==> config.mk <==
export PLATFORM = sky130hd
export DESIGN_NAME = http_chunked_body_decoder
export DESIGN_NICKNAME = d
export VERILOG_FILES = /design/src/hdl/hcbd_pkg.sv /design/src/hdl/http_chunked_body_decoder.sv
export SDC_FILE = /design/constraint.sdc
export NUM_CORES = 1
export LEC_CHECK = 0
export BUFFER_PORTS_ARGS = -buffer_cell sky130_fd_sc_hd__clkbuf_2
export CORE_MARGIN = 4
export CORE_UTILIZATION = 56
export CTS_CLUSTER_DIAMETER = 150
export DETAILED_ROUTE_END_ITERATION = 12
export GPL_TIMING_DRIVEN = 0
export HOLD_SLACK_MARGIN = 0.05
export PLACE_DENSITY = 0.89
export SETUP_SLACK_MARGIN = 0.2
export SLEW_MARGIN = 20
export SYNTH_ARGS = -nofsm -noshare
export SYNTH_HDL_FRONTEND = slang
export SYNTH_SLANG_ARGS = --single-unit
==> constraint.sdc <==
create_clock -name clk -period 2.47 [get_ports clk]
set_input_delay 0.247 -clock clk [delete_from_list [all_inputs] [get_ports clk]]
set_output_delay 0.247 -clock clk [all_outputs]
set_load 0.01 [all_outputs]
==> src/hdl/hcbd_pkg.sv <==
`timescale 1ns / 1ps
`default_nettype none

package hcbd_pkg;

    // Width of the chunk size value and of the data byte counter
    localparam int SIZE_BITS = 32;

    localparam logic [7:0] CH_CR   = 8'h0D;
    localparam logic [7:0] CH_LF   = 8'h0A;
    localparam logic [7:0] CH_SP   = 8'h20;
    localparam logic [7:0] CH_TAB  = 8'h09;
    localparam logic [7:0] CH_SEMI = 8'h3B;

    typedef enum logic [1:0] {
        ST_BUSY  = 2'd0,
        ST_DONE  = 2'd1,
        ST_ERROR = 2'd2
    } status_t;

    // {is_hex, value[3:0]}
    function automatic logic [4:0] hex_decode(input logic [7:0] b);
        logic [4:0] r;
        r = 5'd0;
        if (b >= 8'h30 && b <= 8'h39) begin
            r = {1'b1, b[3:0]};
        end
        else if ((b >= 8'h61 && b <= 8'h66) || (b >= 8'h41 && b <= 8'h46)) begin
            r = {1'b1, b[3:0] + 4'd9};
        end
        return r;
    endfunction

    function automatic logic is_blank(input logic [7:0] b);
        return (b == CH_SP) || (b == CH_TAB);
    endfunction

endpackage

`default_nettype wire

==> src/hdl/http_chunked_body_decoder.sv <==
`timescale 1ns / 1ps
`default_nettype none

// Channel  | Dir | tdata              | tuser
// ---------+-----+--------------------+------------------------------------
// s_*      | in  | [7:0] data_byte    | [0] restart
// m_*      | out | [7:0] body_byte    | [0] body_valid, [2:1] status
//
// One input beat gives exactly one output beat. A beat is held in an input
// register; the parser state and result register load from it once the result
// register is free, so a new beat is taken every cycle unless m_tready stalls.
// The critical path is the chunk byte counter decrement and zero test.
// rst_n clears the parser to the start of a size line; restart does the same.
// A stall on m_tready holds the result; one more beat fills the input register.

module http_chunked_body_decoder
    import hcbd_pkg::*;
(
    input  logic       clk,
    input  logic       rst_n,
    input  logic       s_tvalid,
    output logic       s_tready,
    input  logic [7:0] s_tdata,   // [7:0] data_byte
    input  logic       s_tuser,   // [0] restart
    output logic       m_tvalid,
    input  logic       m_tready,
    output logic [7:0] m_tdata,   // [7:0] body_byte
    output logic [2:0] m_tuser    // [0] body_valid, [2:1] status
);

    typedef enum logic [3:0] {
        PH_LEAD   = 4'd0,   // leading blanks of a size line
        PH_DIGITS = 4'd1,   // inside the hex digits
        PH_TRAIL  = 4'd2,   // blanks after the digits
        PH_EXT    = 4'd3,   // chunk extension, skipped
        PH_EXTCR  = 4'd4,   // CR seen inside the extension
        PH_SZCR   = 4'd5,   // CR after the size, LF must follow
        PH_DATA   = 4'd6,   // chunk payload
        PH_DCR    = 4'd7,   // CR after payload expected
        PH_DLF    = 4'd8,   // LF after payload expected
        PH_TRLR   = 4'd9,   // trailer section
        PH_DONE   = 4'd10,
        PH_ERR    = 4'd11
    } phase_t;

    // input stage
    logic                 in_valid_reg;
    logic [7:0]           in_byte_reg;
    logic                 in_restart_reg;

    // parser state
    phase_t               phase_reg, phase_next;
    logic [SIZE_BITS-1:0] bytes_left_reg, bytes_left_next;
    logic [SIZE_BITS-1:0] size_accum_reg, size_accum_next;
    logic [1:0]           trailer_match_reg, trailer_match_next;
    logic                 trailer_first_reg, trailer_first_next;

    // result stage
    logic                 out_valid_reg;
    logic [7:0]           out_byte_reg, out_byte_next;
    logic                 out_body_valid_reg, out_body_valid_next;
    status_t              out_status_reg, out_status_next;

    logic                 out_load;

    assign out_load = in_valid_reg && (!out_valid_reg || m_tready);
    assign s_tready = !in_valid_reg || out_load;

    assign m_tvalid = out_valid_reg;
    assign m_tdata  = out_byte_reg;
    assign m_tuser  = {out_status_reg, out_body_valid_reg};

    // parser step on the registered byte
    always_comb
    begin
        logic [7:0]           b;
        logic [4:0]           hx;
        logic [2:0]           m;
        logic [SIZE_BITS-1:0] left_dec;

        b        = in_byte_reg;
        hx       = hex_decode(b);
        m        = {1'b0, trailer_match_reg};
        left_dec = bytes_left_reg - {{(SIZE_BITS-1){1'b0}}, 1'b1};

        phase_next          = phase_reg;
        bytes_left_next     = bytes_left_reg;
        size_accum_next     = size_accum_reg;
        trailer_match_next  = trailer_match_reg;
        trailer_first_next  = trailer_first_reg;
        out_byte_next       = 8'd0;
        out_body_valid_next = 1'b0;

        if (in_restart_reg) begin
            phase_next         = PH_LEAD;
            bytes_left_next    = '0;
            size_accum_next    = '0;
            trailer_match_next = 2'd0;
            trailer_first_next = 1'b1;
        end
        else begin
            unique case (phase_reg)
                PH_LEAD, PH_DIGITS, PH_TRAIL:
                begin
                    if (hx[4] && phase_reg != PH_TRAIL) begin
                        // a digit that would overflow the size is an error
                        if (size_accum_reg[SIZE_BITS-1 -: 4] != 4'd0) begin
                            phase_next = PH_ERR;
                        end
                        else begin
                            size_accum_next = {size_accum_reg[SIZE_BITS-5:0], hx[3:0]};
                            phase_next      = PH_DIGITS;
                        end
                    end
                    else if (is_blank(b)) begin
                        if (phase_reg == PH_DIGITS) begin
                            phase_next = PH_TRAIL;
                        end
                    end
                    else if (phase_reg != PH_LEAD && b == CH_SEMI) begin
                        phase_next = PH_EXT;
                    end
                    else if (phase_reg != PH_LEAD && b == CH_CR) begin
                        phase_next = PH_SZCR;
                    end
                    else begin
                        phase_next = PH_ERR;
                    end
                end
                PH_EXT:
                begin
                    if (b == CH_CR) begin
                        phase_next = PH_EXTCR;
                    end
                end
                PH_EXTCR, PH_SZCR:
                begin
                    if (b == CH_LF) begin
                        // end of size line
                        if (size_accum_reg == '0) begin
                            trailer_match_next = 2'd0;
                            trailer_first_next = 1'b1;
                            phase_next         = PH_TRLR;
                        end
                        else begin
                            bytes_left_next = size_accum_reg;
                            phase_next      = PH_DATA;
                        end
                        size_accum_next = '0;
                    end
                    else if (phase_reg == PH_SZCR) begin
                        phase_next = PH_ERR;
                    end
                    else if (b != CH_CR) begin
                        phase_next = PH_EXT;
                    end
                end
                PH_DATA:
                begin
                    out_byte_next       = b;
                    out_body_valid_next = 1'b1;
                    bytes_left_next     = left_dec;
                    if (left_dec == '0) begin
                        phase_next = PH_DCR;
                    end
                end
                PH_DCR:
                begin
                    phase_next = (b == CH_CR) ? PH_DLF : PH_ERR;
                end
                PH_DLF:
                begin
                    phase_next = (b == CH_LF) ? PH_LEAD : PH_ERR;
                end
                PH_TRLR:
                begin
                    if (trailer_first_reg && m == 3'd1 && b == CH_LF) begin
                        // CRLF right after the last chunk: no trailers
                        phase_next = PH_DONE;
                    end
                    else begin
                        if (trailer_first_reg) begin
                            trailer_first_next = (m == 3'd0) && (b == CH_CR);
                        end
                        if (!m[0]) begin
                            m = (b == CH_CR) ? m + 3'd1 : 3'd0;
                        end
                        else if (b == CH_LF) begin
                            m = m + 3'd1;
                        end
                        else begin
                            m = (b == CH_CR) ? 3'd1 : 3'd0;
                        end
                        if (m[2]) begin
                            phase_next = PH_DONE;
                            m          = 3'd0;
                        end
                        trailer_match_next = m[1:0];
                    end
                end
                PH_DONE:
                begin
                end
                default:
                begin
                    phase_next = PH_ERR;
                end
            endcase
        end

        if (phase_next == PH_DONE) begin
            out_status_next = ST_DONE;
        end
        else if (phase_next == PH_ERR) begin
            out_status_next = ST_ERROR;
        end
        else begin
            out_status_next = ST_BUSY;
        end
    end

    always_ff @(posedge clk or negedge rst_n)
    begin
        if (!rst_n) begin
            in_valid_reg       <= 1'b0;
            in_byte_reg        <= 8'd0;
            in_restart_reg     <= 1'b0;
            phase_reg          <= PH_LEAD;
            bytes_left_reg     <= '0;
            size_accum_reg     <= '0;
            trailer_match_reg  <= 2'd0;
            trailer_first_reg  <= 1'b1;
            out_valid_reg      <= 1'b0;
            out_byte_reg       <= 8'd0;
            out_body_valid_reg <= 1'b0;
            out_status_reg     <= ST_BUSY;
        end
        else begin
            if (s_tready) begin
                in_valid_reg <= s_tvalid;
            end
            if (s_tvalid && s_tready) begin
                in_byte_reg    <= s_tdata;
                in_restart_reg <= s_tuser;
            end
            if (out_load) begin
                phase_reg          <= phase_next;
                bytes_left_reg     <= bytes_left_next;
                size_accum_reg     <= size_accum_next;
                trailer_match_reg  <= trailer_match_next;
                trailer_first_reg  <= trailer_first_next;
                out_byte_reg       <= out_byte_next;
                out_body_valid_reg <= out_body_valid_next;
                out_status_reg     <= out_status_next;
                out_valid_reg      <= 1'b1;
            end
            else if (m_tready) begin
                out_valid_reg <= 1'b0;
            end
        end
    end

`ifndef ASSERT_OFF
    // payload beats only come out while the message is still in progress
    a_body_busy: assert property (@(posedge clk) disable iff (!rst_n)
        m_tvalid && m_tuser[0] |-> m_tuser[2:1] == ST_BUSY)
        else $error("payload beat with status not busy");

    // non-payload beats carry a zero byte
    a_body_zero: assert property (@(posedge clk) disable iff (!rst_n)
        m_tvalid && !m_tuser[0] |-> m_tdata == 8'd0)
        else $error("nonzero body byte without body_valid");

    // in the payload phase at least one byte is still owed
    a_left_nonzero: assert property (@(posedge clk) disable iff (!rst_n)
        phase_reg == PH_DATA |-> bytes_left_reg != '0)
        else $error("payload phase with zero bytes left");

    // a new size line always starts from a cleared accumulator
    a_accum_clear: assert property (@(posedge clk) disable iff (!rst_n)
        phase_reg == PH_LEAD |-> size_accum_reg == '0)
        else $error("size accumulator not clear at start of size line");

    // a result load always leaves the result register holding a valid beat
    a_load_follows: assert property (@(posedge clk) disable iff (!rst_n)
        out_load |=> out_valid_reg)
        else $error("result register not loaded");
`endif

endmodule

`default_nettype wire

==> impl_results.md <==
* HPWL after detailed placement at 11700 µm
* Clk buf depth at 2
* Initial Utilization at 0.575
* Largest net degree at the start of global routing at 94
* Hold Path Class: primary input to register
* Antenna fix cells at 0
* Initial antenna violation count at 0
* Drc violations at 0
* Core ar. at 9770 µm²
* Final Hold Vio Count at 0
* Via/cell ratio at 7.18
* Final Cell Area at 7650 µm²
* First-pass GRT wire length at 29700 µm
* H-Tree Level Count at 3
* Post-layout util at 0.783
* Multi-input gate area at 3810 µm²
* Syn Area/Cell at 8.28 µm²
* Synth warn at 0
* Sequential area share after synthesis at 0.415
* Synth Flop Type: dfrtp_1
* Minimum clock period at 2.78 ns
* Slew @ Worst Pin at 0.766 ns
* Port bufs at 25
* Syn Nets at 700
* P per Cell Area at 564 nW/µm²
* Die height at 108 µm
* Placement Cell Area at 6000 µm²
* Post-synth design cell area at 5620 µm²
* Number of flops mapped to enable cells by yosys at 0
* DRT iter0 DRCs at 1024
* PnR worst setup slack at -0.308 ns
* Final Cycle Share at 1.12
* Outcome: finished, violations left
* TritonCTS clock tree: done
* Io pins at 26
* Fraction of layout cells with a size suffix above 1 at 0.370
* Clock Skew at 0.0206 ns
* Worst skew pair latency at 0.39 ns
* Clock root buffer: clkbuf_8
* FMAX at 360 MHz
* Die width at 108 µm
* Slew headroom at 0.490
* Die area at 11700 µm²
* Area Overhead vs Synth at 36.2%
* WL final at 22500 µm
* Clk sinks at 93
* CP required at 2.79 ns
* Routed Antenna Nets at 0
* Final Max Tran Viols at 0
* Register area at 2340 µm²
* Nets at 803
* Max Cap Violations at 0
* Setup CP Type: register to register
* RSZ-0062 raised after global routing: yes
* Register bit total from synthesis at 93
* Rows at 36
* Synth cell types at 69
* Gate Count Post-Synth at 678
* GP Congestion at 1.01
* Vias in the first global route at 5824
* Async set-reset flop share out of synthesis at 1.00
* Final setup violation count at 37
* Clock transition at the registers of the reported paths at 0.10 ns
* WP data arrival at 3.10 ns
* GRT Total Usage at 0.322
* Failing checks: negative setup slack
* Startpoint types: register
* 1st-pass router iterations at 9
* Critical path peak fanout at 8
* Fillers at 578
* Total power at 4.32 mW
* Grt ovf at 0
* Num CTS Buffers at 9
* Worst setup EP type: register
* VDD IR max at 0.564 mV
* Leakage power at 3.18 nW
* Total number of vias at 6599
* Routed wire length per instance at 24.4 µm
## cell type report
cell class                      instances  share of cell area
Buffer                                 47              0.0473
Clock buffer                           10              0.0167
Clock inverter                          6             0.00899
Inverter                               17             0.00867
Multi-Input combinational cell        522               0.498
Sequential cell                        93               0.306
Tap cell                              133              0.0217
Timing Repair Buffer                   91              0.0934
## where the power goes
part / internal (mW) / total [mW] / switching [mW]
Combinational: 0.568 / 1.48 / 0.913
Clock: 0.476 / 1.08 / 0.606
Sequential: 1.61 / 1.75 / 0.141
Total: 2.66 / 4.32 / 1.66
## cell families after synthesis
family	Yosys count	share of synthesized area
xor gates and xnor gates	13	0.0203
adders and majority gates	9	0.0200
muxes	12	0.0234
AOI/OAI and AO/OA	208	0.221
DFF	93	0.415
and+or+nand+nor	279	0.254
buffers and inverters	64	0.0459
## synth_stat cells (6+ instances only)
cell type,n,share of area
xor2_1,8,0.012
clkbuf_1,36,0.024
mux2_2,9,0.018
nor4_1,29,0.032
nor3_1,23,0.020
nand4_1,7,0.0078
ha_1,9,0.020
nand3_1,16,0.014
nand2_1,108,0.072
o21ai_0,93,0.083
nor2_1,46,0.031
o22ai_1,7,0.0078
inv_1,17,0.011
dfrtp_1,92,0.41
o211ai_1,6,0.0080
a21oi_1,46,0.041
o31ai_1,15,0.020
## layout by cell type (no fill, tap or decap), types with 13 or more instances in the layout
| cell | n |
|---|---|
| dfrtp_1 | 84 |
| nand2_1 | 74 |
| a21oi_1 | 38 |
| clkbuf_2 | 32 |
| nand2_2 | 23 |
| nor4_1 | 16 |
| o21ai_2 | 20 |
| nor3_1 | 17 |
| inv_1 | 13 |
| o21ai_1 | 33 |
| o21ai_0 | 42 |
| nor2_1 | 41 |
| buf_4 | 56 |
| clkbuf_1 | 16 |
## final timing paths
check	from	end	slack [ns]	cells past startpoint
min	s_tvalid	in_valid_reg	0.08	2
min reg2reg	trailer_first_reg	trailer_first_reg	0.50	2
max reg2reg	bytes_left_reg[8]	phase_reg[0]	-0.31	11
max in group asynchronous	rst_n	in_byte_reg[0]	1.39	2
min in group asynchronous	rst_n	bytes_left_reg[23]	0.47	2
max	bytes_left_reg[8]	phase_reg[0]	-0.31	11
## per-layer routing
layer / global-route usage / part of all wire
met2: 0.520 / 0.46
met5: 0 / 0
met1: 0.398 / 0.34
met3: 0.0842 / 0.12
met4: 0.171 / 0.087
## critical path, cell delays in order, from the launching register on
cell and delay (ns):
dfrtp_1 0.37, buf_2 0.17, nor4_4 0.32, buf_4 0.18
buf_4 0.10, buf_4 0.11, nand4_1 0.18, o21ai_1 0.42
o211ai_1 0.21, nor4_2 0.23, o2111ai_2 0.22, a21oi_1 0.19
## per-stage QoR
step	worst slack, ns	hold WS (ns)	instances	setup TNS (ns)
after floorplan	0.0406	-0.0486	678	0
after global placement	-0.689	0.456	836	-15.12
after detailed placement	-0.769	0.366	836	-19.23
after CTS	-0.238	0.0661	889	-0.283
after global routing	-0.416	0.0834	919	-4.75
final	-0.308	0.0819	919	-3.87
## what timing repair did
item                                    CTS  global route
endpoints found under the setup margin   73            71
hold buffers                              1             0
cloned                                    7             0
resized for setup                       136           158
setup buffers                            29            30
endpoints found under the hold margin    92             0
pin swaps                                24            31
Note: power is estimated with default switching activity, not from simulation.
